File: src/rtl/shd_pkg.sv
// shared types and constants for the header deframer
`default_nettype none
package shd_pkg;

  localparam int unsigned HDR_BYTES = 16;
  localparam int unsigned POS_W     = 33;

  localparam logic [7:0] VERSION_RESET = 8'd1;

  localparam logic [1:0] STATUS_OK        = 2'd0;
  localparam logic [1:0] STATUS_SHORT     = 2'd1;
  localparam logic [1:0] STATUS_WRONG_VER = 2'd2;
  localparam logic [1:0] STATUS_TRUNC     = 2'd3;

  localparam logic KIND_PAYLOAD = 1'b0;
  localparam logic KIND_STATUS  = 1'b1;

  typedef struct packed {
    logic [15:0] service;
    logic [15:0] method;
    logic [31:0] length;
    logic [15:0] client;
    logic [15:0] session;
    logic [7:0]  if_version;
    logic [7:0]  msg_type;
    logic [7:0]  return_code;
  } shd_header_t;

  typedef struct packed {
    logic        has_payload;
    logic [7:0]  payload;
    logic        has_status;
    logic [1:0]  status;
    shd_header_t hdr;
  } shd_cmd_t;

endpackage
`default_nettype wire

File: src/rtl/shd_front.sv
// front part: byte counting, header capture, version check, classification
`default_nettype none
module shd_front
  import shd_pkg::*;
(
  input  wire logic       clk,
  input  wire logic       rst,
  input  wire logic       push,
  input  wire logic [7:0] data_byte,
  input  wire logic       last_byte,
  input  wire logic       cfg_write,
  input  wire logic [7:0] cfg_data,
  input  wire logic       q_full,
  output logic            q_push,
  output shd_cmd_t        q_cmd
);

  logic [POS_W-1:0] pos;
  logic [POS_W-1:0] seen;
  logic [7:0]       hdr [HDR_BYTES];
  logic [7:0]       hdr_now [HDR_BYTES];
  logic             version_bad;
  logic             version_bad_now;
  logic [7:0]       expected_version;
  logic             accept;
  logic             pos_hdr;
  logic [3:0]       idx;
  logic [31:0]      len_stored;
  logic [31:0]      len_now;
  logic [POS_W:0]   end_stored;
  logic [POS_W:0]   end_now;
  logic             in_payload;
  logic [1:0]       status;

  assign accept  = push && !q_full;
  assign pos_hdr = (pos[POS_W-1:4] == '0);
  assign idx     = pos[3:0];

  always_comb begin
    for (int i = 0; i < HDR_BYTES; i++) begin
      hdr_now[i] = (pos_hdr && (idx == 4'(i))) ? data_byte : hdr[i];
    end
  end

  assign len_stored = {hdr[4], hdr[5], hdr[6], hdr[7]};
  assign len_now    = {hdr_now[4], hdr_now[5], hdr_now[6], hdr_now[7]};
  assign end_stored = {2'b00, len_stored} + (POS_W+1)'(HDR_BYTES);
  assign end_now    = {2'b00, len_now} + (POS_W+1)'(HDR_BYTES);

  assign seen = (pos == '1) ? pos : pos + POS_W'(1);

  assign version_bad_now = (pos_hdr && (idx == 4'd12)) ? (data_byte != expected_version)
                                                        : version_bad;

  assign in_payload = !pos_hdr && !version_bad && ({1'b0, pos} < end_stored);

  always_comb begin
    priority if (pos_hdr && (idx != 4'd15)) begin
      status = STATUS_SHORT;
    end else if (version_bad_now) begin
      status = STATUS_WRONG_VER;
    end else if ({1'b0, seen} < end_now) begin
      status = STATUS_TRUNC;
    end else begin
      status = STATUS_OK;
    end
  end

  always_comb begin
    q_cmd.has_payload     = in_payload;
    q_cmd.payload         = data_byte;
    q_cmd.has_status      = last_byte;
    q_cmd.status          = status;
    q_cmd.hdr.service     = {hdr_now[0], hdr_now[1]};
    q_cmd.hdr.method      = {hdr_now[2], hdr_now[3]};
    q_cmd.hdr.length      = len_now;
    q_cmd.hdr.client      = {hdr_now[8], hdr_now[9]};
    q_cmd.hdr.session     = {hdr_now[10], hdr_now[11]};
    q_cmd.hdr.if_version  = hdr_now[13];
    q_cmd.hdr.msg_type    = hdr_now[14];
    q_cmd.hdr.return_code = hdr_now[15];
  end

  assign q_push = accept && (in_payload || last_byte);

  always_ff @(posedge clk) begin
    if (rst) begin
      expected_version <= VERSION_RESET;
    end else if (cfg_write) begin
      expected_version <= cfg_data;
    end
  end

  always_ff @(posedge clk) begin
    if (rst) begin
      pos         <= '0;
      version_bad <= 1'b0;
      for (int i = 0; i < HDR_BYTES; i++) begin
        hdr[i] <= '0;
      end
    end else if (accept) begin
      if (last_byte) begin
        pos         <= '0;
        version_bad <= 1'b0;
        for (int i = 0; i < HDR_BYTES; i++) begin
          hdr[i] <= '0;
        end
      end else begin
        pos         <= seen;
        version_bad <= version_bad_now;
        for (int i = 0; i < HDR_BYTES; i++) begin
          hdr[i] <= hdr_now[i];
        end
      end
    end
  end

endmodule
`default_nettype wire

File: src/rtl/shd_queue.sv
// short queue of classified items between front and back
`default_nettype none
module shd_queue
  import shd_pkg::*;
#(
  parameter int unsigned DEPTH = 2
) (
  input  wire logic     clk,
  input  wire logic     rst,
  input  wire logic     wr,
  input  wire shd_cmd_t wr_cmd,
  input  wire logic     rd,
  output shd_cmd_t      head,
  output logic          full,
  output logic          empty
);

  localparam int unsigned PTR_W = (DEPTH > 1) ? $clog2(DEPTH) : 1;
  localparam int unsigned CNT_W = $clog2(DEPTH + 1);

  shd_cmd_t         slots [DEPTH];
  logic [PTR_W-1:0] wr_ptr;
  logic [PTR_W-1:0] rd_ptr;
  logic [CNT_W-1:0] count;
  logic             do_wr;
  logic             do_rd;

  assign full  = (count == CNT_W'(DEPTH));
  assign empty = (count == '0);
  assign do_wr = wr && !full;
  assign do_rd = rd && !empty;
  assign head  = slots[rd_ptr];

  always_ff @(posedge clk) begin
    if (do_wr) begin
      slots[wr_ptr] <= wr_cmd;
    end
  end

  always_ff @(posedge clk) begin
    if (rst) begin
      wr_ptr <= '0;
      rd_ptr <= '0;
      count  <= '0;
    end else begin
      if (do_wr) begin
        wr_ptr <= (wr_ptr == PTR_W'(DEPTH - 1)) ? '0 : wr_ptr + PTR_W'(1);
      end
      if (do_rd) begin
        rd_ptr <= (rd_ptr == PTR_W'(DEPTH - 1)) ? '0 : rd_ptr + PTR_W'(1);
      end
      if (do_wr && !do_rd) begin
        count <= count + CNT_W'(1);
      end else if (do_rd && !do_wr) begin
        count <= count - CNT_W'(1);
      end
    end
  end

endmodule
`default_nettype wire

File: src/rtl/shd_back.sv
// back part: expands queued items into result items, output register
`default_nettype none
module shd_back
  import shd_pkg::*;
(
  input  wire logic     clk,
  input  wire logic     rst,
  input  wire shd_cmd_t head,
  input  wire logic     q_empty,
  output logic          q_pop,
  input  wire logic     pop,
  output logic          empty,
  output logic          result_kind,
  output logic [7:0]    payload_byte,
  output logic [1:0]    frame_status,
  output logic [15:0]   service_field,
  output logic [15:0]   method_field,
  output logic [31:0]   length_field,
  output logic [15:0]   client_field,
  output logic [15:0]   session_field,
  output logic [7:0]    interface_version_field,
  output logic [7:0]    type_field,
  output logic [7:0]    return_code_field,
  output logic          last_of_run
);

  logic out_valid;
  logic payload_done;
  logic load;
  logic take_payload;

  assign empty        = !out_valid;
  assign load         = !out_valid || pop;
  assign take_payload = head.has_payload && !payload_done;
  assign q_pop        = load && !q_empty && !(take_payload && head.has_status);

  always_ff @(posedge clk) begin
    if (rst) begin
      out_valid    <= 1'b0;
      payload_done <= 1'b0;
    end else if (load) begin
      out_valid <= !q_empty;
      if (!q_empty) begin
        payload_done <= take_payload && head.has_status;
      end
    end
  end

  always_ff @(posedge clk) begin
    if (load && !q_empty) begin
      if (take_payload) begin
        result_kind             <= KIND_PAYLOAD;
        payload_byte            <= head.payload;
        frame_status            <= STATUS_OK;
        service_field           <= '0;
        method_field            <= '0;
        length_field            <= '0;
        client_field            <= '0;
        session_field           <= '0;
        interface_version_field <= '0;
        type_field              <= '0;
        return_code_field       <= '0;
        last_of_run             <= !head.has_status;
      end else begin
        result_kind             <= KIND_STATUS;
        payload_byte            <= '0;
        frame_status            <= head.status;
        service_field           <= head.hdr.service;
        method_field            <= head.hdr.method;
        length_field            <= head.hdr.length;
        client_field            <= head.hdr.client;
        session_field           <= head.hdr.session;
        interface_version_field <= head.hdr.if_version;
        type_field              <= head.hdr.msg_type;
        return_code_field       <= head.hdr.return_code;
        last_of_run             <= 1'b1;
      end
    end
  end

endmodule
`default_nettype wire

File: src/rtl/someip_header_deframer_unit.sv
// top level of the header deframer: front, item queue and back
// Input channel: push/full carries one frame byte per item with a last-byte
// marker. Result channel: empty/pop; the oldest result sits on the result
// ports while empty is low. Each byte gives zero, one or two results: a
// payload byte (result_kind 0) and, on the last byte, a status item with the
// header fields (result_kind 1). cfg_write/cfg_data set the expected protocol
// version (reset value 1), taken when byte 12 of a frame arrives.
// A result passes through a queue slot and then the output register to reach the
// ports; a byte's status item comes after its payload item, if it has one.
// Throughput: one byte per cycle while full is low and one result per cycle while
// pop is held; a byte that makes two results holds the back for both, absorbed
// by the queue of QUEUE_DEPTH items between front and back.
// Reset clears the byte counter, captured header, version flag, queue and
// output register, and sets the expected version to 1.
// When the receiver stalls, the output register holds its item, the queue
// fills, and full rises; nothing is lost.
`default_nettype none
module someip_header_deframer_unit
  import shd_pkg::*;
#(
  parameter int unsigned QUEUE_DEPTH = 2
) (
  input  wire logic        clk,
  input  wire logic        rst,
  input  wire logic        push,
  output logic             full,
  input  wire logic [7:0]  data_byte,
  input  wire logic        last_byte,
  input  wire logic        cfg_write,
  input  wire logic [7:0]  cfg_data,
  output logic             empty,
  input  wire logic        pop,
  output logic             result_kind,
  output logic [7:0]       payload_byte,
  output logic [1:0]       frame_status,
  output logic [15:0]      service_field,
  output logic [15:0]      method_field,
  output logic [31:0]      length_field,
  output logic [15:0]      client_field,
  output logic [15:0]      session_field,
  output logic [7:0]       interface_version_field,
  output logic [7:0]       type_field,
  output logic [7:0]       return_code_field,
  output logic             last_of_run
);

  shd_cmd_t q_cmd;
  shd_cmd_t q_head;
  logic     q_push;
  logic     q_pop;
  logic     q_full;
  logic     q_empty;

  assign full = q_full;

  shd_front u_front (
    .clk       (clk),
    .rst       (rst),
    .push      (push),
    .data_byte (data_byte),
    .last_byte (last_byte),
    .cfg_write (cfg_write),
    .cfg_data  (cfg_data),
    .q_full    (q_full),
    .q_push    (q_push),
    .q_cmd     (q_cmd)
  );

  shd_queue #(
    .DEPTH (QUEUE_DEPTH)
  ) u_queue (
    .clk    (clk),
    .rst    (rst),
    .wr     (q_push),
    .wr_cmd (q_cmd),
    .rd     (q_pop),
    .head   (q_head),
    .full   (q_full),
    .empty  (q_empty)
  );

  shd_back u_back (
    .clk                     (clk),
    .rst                     (rst),
    .head                    (q_head),
    .q_empty                 (q_empty),
    .q_pop                   (q_pop),
    .pop                     (pop),
    .empty                   (empty),
    .result_kind             (result_kind),
    .payload_byte            (payload_byte),
    .frame_status            (frame_status),
    .service_field           (service_field),
    .method_field            (method_field),
    .length_field            (length_field),
    .client_field            (client_field),
    .session_field           (session_field),
    .interface_version_field (interface_version_field),
    .type_field              (type_field),
    .return_code_field       (return_code_field),
    .last_of_run             (last_of_run)
  );

endmodule
`default_nettype wire
File: config.mk
export PLATFORM = sky130hd
export DESIGN_NAME = someip_header_deframer_unit
export DESIGN_NICKNAME = d
export VERILOG_FILES = /design/src/rtl/shd_pkg.sv /design/src/rtl/shd_front.sv /design/src/rtl/shd_queue.sv /design/src/rtl/shd_back.sv /design/src/rtl/someip_header_deframer_unit.sv
export SDC_FILE = /design/constraint.sdc
export NUM_CORES = 1
export LEC_CHECK = 0
export BUFFER_PORTS_ARGS = -buffer_cell sky130_fd_sc_hd__buf_2
export CAP_MARGIN = 40
export CORE_UTILIZATION = 25
export CTS_CLUSTER_SIZE = 25
export DETAILED_ROUTE_END_ITERATION = 10
export GPL_ROUTABILITY_DRIVEN = 0
export PLACE_DENSITY = 0.43
export SYNTH_ARGS = -nofsm -noshare
export SYNTH_HDL_FRONTEND = slang
export SYNTH_SLANG_ARGS = --single-unit
File: constraint.sdc
create_clock -name clk -period 17.85 [get_ports clk]
set_input_delay 1.785 -clock clk [delete_from_list [all_inputs] [get_ports clk]]
set_output_delay 1.785 -clock clk [all_outputs]
set_load 0.005 [all_outputs]
== Word-level counts from Yosys, hierarchy flattened ==
Memories as Yosys holds them, arrays and structs flattened. A register that Yosys moved wholly into a read port is not among the register bits.
Index checks and enable logic that the tools add are counted.
Widths: inputs -> output; s select.
Word-level totals
  flip-flop bits (word level): 180
  bits in latches: 0
  memory bits (writable): 392
  bits in read-only memories: 0
  output and inout bits: 134
  memories kept: 2
Operators by class
  $add $sub $neg: 7
  multiply operators: 0
  divide/modulo/power cells: 0
  $lt $le $gt $ge: 2
  eq/ne operators: 20
  shift-type cells: 0
  muxes and demuxes: 74
  bitwise operators: 33
  reductions and logical operators: 47
Memories
  u_queue.slots: depth 2, width 132, read ports 1, clocked after Yosys merged registers in 1, write ports 1, line shd_queue.sv:21  | shd_cmd_t slots [DEPTH];
  u_front.hdr: depth 16, width 8, read ports 15, clocked after Yosys merged registers in 0, write ports 16, line shd_front.sv:20  | logic [7:0] hdr [HDR_BYTES];
Operators with widths (number)
  $mux 8: 48
  $lt 33x34->1: 2
  $add 32x5->33 const B: 2
  $mux 33: 2
  $add 33x1->33 const B: 1
  $eq 33x33->1 const B: 1
  $eq 4x4->1 const B: 8
  $or 1x1->1: 32
  $logic_and 1x1->1: 29
  $logic_not 29->1: 1
  $mux 1: 19
  $eq 4x3->1 const B: 4
  $logic_not 1->1: 10
  $mux 2: 5
  $eq 4x2->1 const B: 2
  $ne 8x8->1: 1
  $eq 4x1->1 const B: 1
  $logic_not 4->1: 1
  $ne 4x4->1 const B: 1
  $reduce_and 2->1: 2
  $add 1x1->1 const B: 2
  $add 2x1->2 const B: 1
  $eq 2x2->1 const B: 1
  $logic_not 2->1: 1
  other kinds (5): 6

== Logic depth before layout (Yosys ltp) ==
  depth after elaboration: 11
  depth in mapped cells: 21
  depth with buffers taken out: 19

== Modules after synthesis ==
Synthesis repeated with hierarchy kept, for this count alone.
Second synthesis, totals
  cell total of the unflattened synthesis: 1872
  area, all modules: 26526.7 µm²
Modules (own cells, without submodules)
  shd_front: instances 1, cells each 1146, area each 11454.7 µm², sequential area each 4364.2 µm²
  shd_queue: instances 1, cells each 436, area each 10073.4 µm², sequential area each 8027.7 µm²
  shd_back: instances 1, cells each 290, area each 4998.5 µm², sequential area each 4003.8 µm²

== Worst setup path after synthesis ==
OpenSTA, ideal clock, no wires.
  path type: reg2reg
  start: mem u_front.hdr[7][6] (netlist: u_front.hdr[0][62])
  end: mem u_queue.slots[0][0] (netlist name) (enable)
  arrival time: 8854 ps
  data required time: 17209 ps
  setup slack: 8355 ps
  stages on the path, launching flop included: 16
  path buffers: 0
  path through: edfxtp_1 > and3_1 > nand3_1 > nor3_1 > and2_1 > nand4_1 > xor2_1 > ha_1 > a21o_1 > a21o_1 > a21oi_1 > o21ai_0 > a22oi_1 > o21ai_0 > o31ai_1 > nor2b_1
RTL lines (line)
  start: declaration: shd_front.sv:20
  end: declaration: shd_queue.sv:21

==> results.toml <==
[critical_path]
startpoint = "u_front.hdr[0][62]$_SDFFCE_PN0P_"
cp-start-kind = "register"
worstReg2RegStart = "u_front.hdr[0][62]$_SDFFCE_PN0P_"
critPathRequiredTime_ns = 18.08
worst_ep_arrival_time_ns = 6.62
crit_buf_inv = 2
crit_type = "reg2reg"
worst_path_max_delay_cell = "buf_4"
cp_max_fo = 52
crit_chain = "and3_1 > nand3_1 > nor3_1 > and2_1 > nand4_1 > xor2_1 > ha_1 > a21o_1 > a21o_1 > a21oi_1 > o21ai_0 > a22oi_1 > o21ai_0 > o31ai_1 > and2_4 > buf_4 > buf_4"
endpoint_kind = "register"
critPathMaxStageDelay_ns = 0.73
cp_top_family = "simple AND/OR/NAND/NOR gates"

[place]
pre_cts_ws_ns = 11.43
dpl.hpwl_mm = 47.4
post-place-cells = 3326
io_buffer_count = 155

[pwr]
irDropWorstVdd_mv = 0.0610
p_leak_nw = 11.1
power.density_mw_per_mm2 = 134

[global_routing]
antenna_found_initial = 2
grt_pass1_vias = 15700
grt_overflow = 0
grt_pass1_wl_mm = 104
grt.total_usage_pct = 13.6
grt_max_degree = 124

[floorplanning]
num_io_pins = 156
rows = 116
start_util_pct = 25.3
die_w_um = 321
die_y_um = 321
die_area_mm2 = 0.103
core_area_mm2 = 0.100

[cells_and_area]
final_nets = 2133
multi_input_area_mm2 = 0.00851
n_fill_cell = 10200
layout-drive-gt1-share_pct = 20.3
post-route-util_pct = 30.1
final_cell_mix = "edfxtp_1, nor2_1, mux2i_1, buf_2, mux2_2"
final_cells = 3452
final_common_cell = "edfxtp_1"
syn_to_final_growth_pct = 18.8
regArea_mm2 = 0.0164
diodes = 0

[yosys]
synth_cell_types = 66
ys_warn_count = 0
synth_seq_cells = 565
synthArstFlopShare_pct = 0
yosysSeqAreaShare_pct = 64.4
synth_cells = 1876
netlist_area_mm2 = 0.0255
synth.avg_cell_area_um2 = 13.6
synth_top_flop_cell = "edfxtp_1"
synth_edf_count = 508
synth_nets = 1969

[timing]
rsz0062_at_grt = "false"
slew_viol_final = 0
slew_headroom_pct = 34.1
finalHoldViolCount = 0
tns_ns = 0
fin_crit_sh_pct = 35.8
tightest_slew_ns = 0.980
worst_slack_ns = 11.46
post-route-min-period_ns = 6.39
whs_ns = 0.507
final.setup_skew_ns = 0.0240
fmax_mhz = 156
setup_viol = 0

[detailed_routing]
first_pass_iters = 7
post-route-drc-count = 0
ant_nets = 0
wl_per_cell_um = 20.5
vias = 15400
finalWirelength_mm = 70.8
vias_per_cell = 4.46
first_iter_violations = 946

[clock_network]
clock_path_buffers = 3
clock_sinks = 565
root_buffer = "clkbuf_16"
cts_tree = "done"
cts.reportedPaths.clkPinSlew_ns = 0.06
h-tree-depth = 3
cts_setup_buffers = 0
cts-hold-fix-buffers = 0
insertion_delay_ns = 0.61
numCtsBuffers = 69
ctsResizeCount = 0

[hold_path]
holdCritStartpoint = "u_front.hdr[0][5]$_SDFFE_PP0P_"
hold_path.class = "reg2reg"

[status]
status = "finished clean"

[run]
max-cap-violations = 0
==> through the flow <==
step           power (W)  instance area, µm²
5_1_grt          0.00424               30200
3_5_place_dp     0.00271               28000
4_1_cts          0.00412               30200
3_3_place_gp     0.00267               27700
6_report         0.00404               30200
2_1_floorplan    0.00232               25500
==> synthesized netlist by cell type (7+ instances only) <==
master / instances / area, µm²
a21o_1: 23 / 173
a21oi_1: 39 / 195
a22oi_1: 14 / 105
a31oi_1: 9 / 56.3
and2_1: 92 / 576
and3_1: 20 / 125
and4_1: 7 / 61.3
buf_1: 8 / 30.0
buf_2: 14 / 70.1
clkbuf_1: 72 / 270
dfxtp_1: 57 / 1140
edfxtp_1: 508 / 15300
ha_1: 71 / 888
inv_1: 44 / 165
mux2_2: 94 / 1060
mux2i_1: 171 / 1710
nand2_1: 68 / 255
nand3_1: 39 / 195
nand4_1: 25 / 156
nor2_1: 246 / 923
nor3_1: 15 / 75.1
nor4_1: 12 / 75.1
o21ai_0: 44 / 220
or3_1: 11 / 68.8
xnor2_1: 52 / 455
xor2_1: 39 / 342
==> state kept, by name, indices dropped and copies added (netlist names), named ones only <==
| register | flops |
|---|---|
| u_back.client_field | 16 |
| u_back.frame_status | 2 |
| u_back.interface_version_field | 8 |
| u_back.last_of_run | 1 |
| u_back.length_field | 32 |
| u_back.method_field | 16 |
| u_back.out_valid | 1 |
| u_back.payload_byte | 8 |
| u_back.payload_done | 1 |
| u_back.result_kind | 1 |
| u_back.return_code_field | 8 |
| u_back.service_field | 16 |
| u_back.session_field | 16 |
| u_back.type_field | 8 |
| u_front.expected_version | 8 |
| u_front.hdr | 120 |
| u_front.pos | 33 |
| u_front.version_bad | 1 |
| u_queue.count | 2 |
| u_queue.rd_ptr | 1 |
| u_queue.slots | 264 |
| u_queue.wr_ptr | 1 |
==> report_power, final <==
part           total (W)  leakage (nW)  switching [W]  internal [W]
clock network    0.00139          1.11       0.000567      0.000827
registers        0.00189          5.43      0.0000960       0.00179
logic           0.000756          4.55       0.000482      0.000274
==> worst register-to-register path, cell delays in order, from the launching register on <==
cell	delay [ns]
edfxtp_1	0.44
and3_1	0.27
nand3_1	0.17
nor3_1	0.65
and2_1	0.27
nand4_1	0.12
xor2_1	0.17
ha_1	0.30
a21o_1	0.19
a21o_1	0.17
a21oi_1	0.14
o21ai_0	0.10
a22oi_1	0.18
o21ai_0	0.21
o31ai_1	0.55
and2_4	0.54
buf_4	0.78
buf_4	0.73
==> layout make-up <==
cell class              count  share of cell area (%)
flip-flops and latches    565                    54.2
inverters                  46                   0.571
repair buffers            190                    4.02
clock buffers              81                    6.07
well taps                1357                    5.62
clock inverters            45                    1.34
multi-input cells        1168                    28.2
==> metal layers <==
layer / up-vias / part of all wire [%] / track usage (%)
li1: 7217 / - / -
met4: 4 / 2.3 / 3.84
met2: 375 / 48 / 22.4
met5: - / 0.030 / 0
met3: 102 / 4.5 / 2.57
met1: 7685 / 46 / 18.1
==> logic make-up after synthesis <==
family	Yosys count	share of synthesized area (%)
and+or+nand+nor	576	11.7
DFF	565	64.4
muxes	266	10.9
AOI/OAI and AO/OA	163	4.03
buffers and inverters	143	2.27
xor gates and xnor gates	92	3.20
adders and majority gates	71	3.49
==> final timing paths <==
path              cells after the start  slack (ns)                         endpoint
setup / recovery                     17       11.46  u_queue.slots[1][101]$_DFFE_PP_
hold reg to reg                       2        0.51   u_front.hdr[0][5]$_SDFFE_PP0P_
setup reg to reg                     17       11.46  u_queue.slots[1][101]$_DFFE_PP_
hold / removal                        2        0.51   u_front.hdr[0][5]$_SDFFE_PP0P_
No activity file was read; power rests on OpenSTA's default activity.
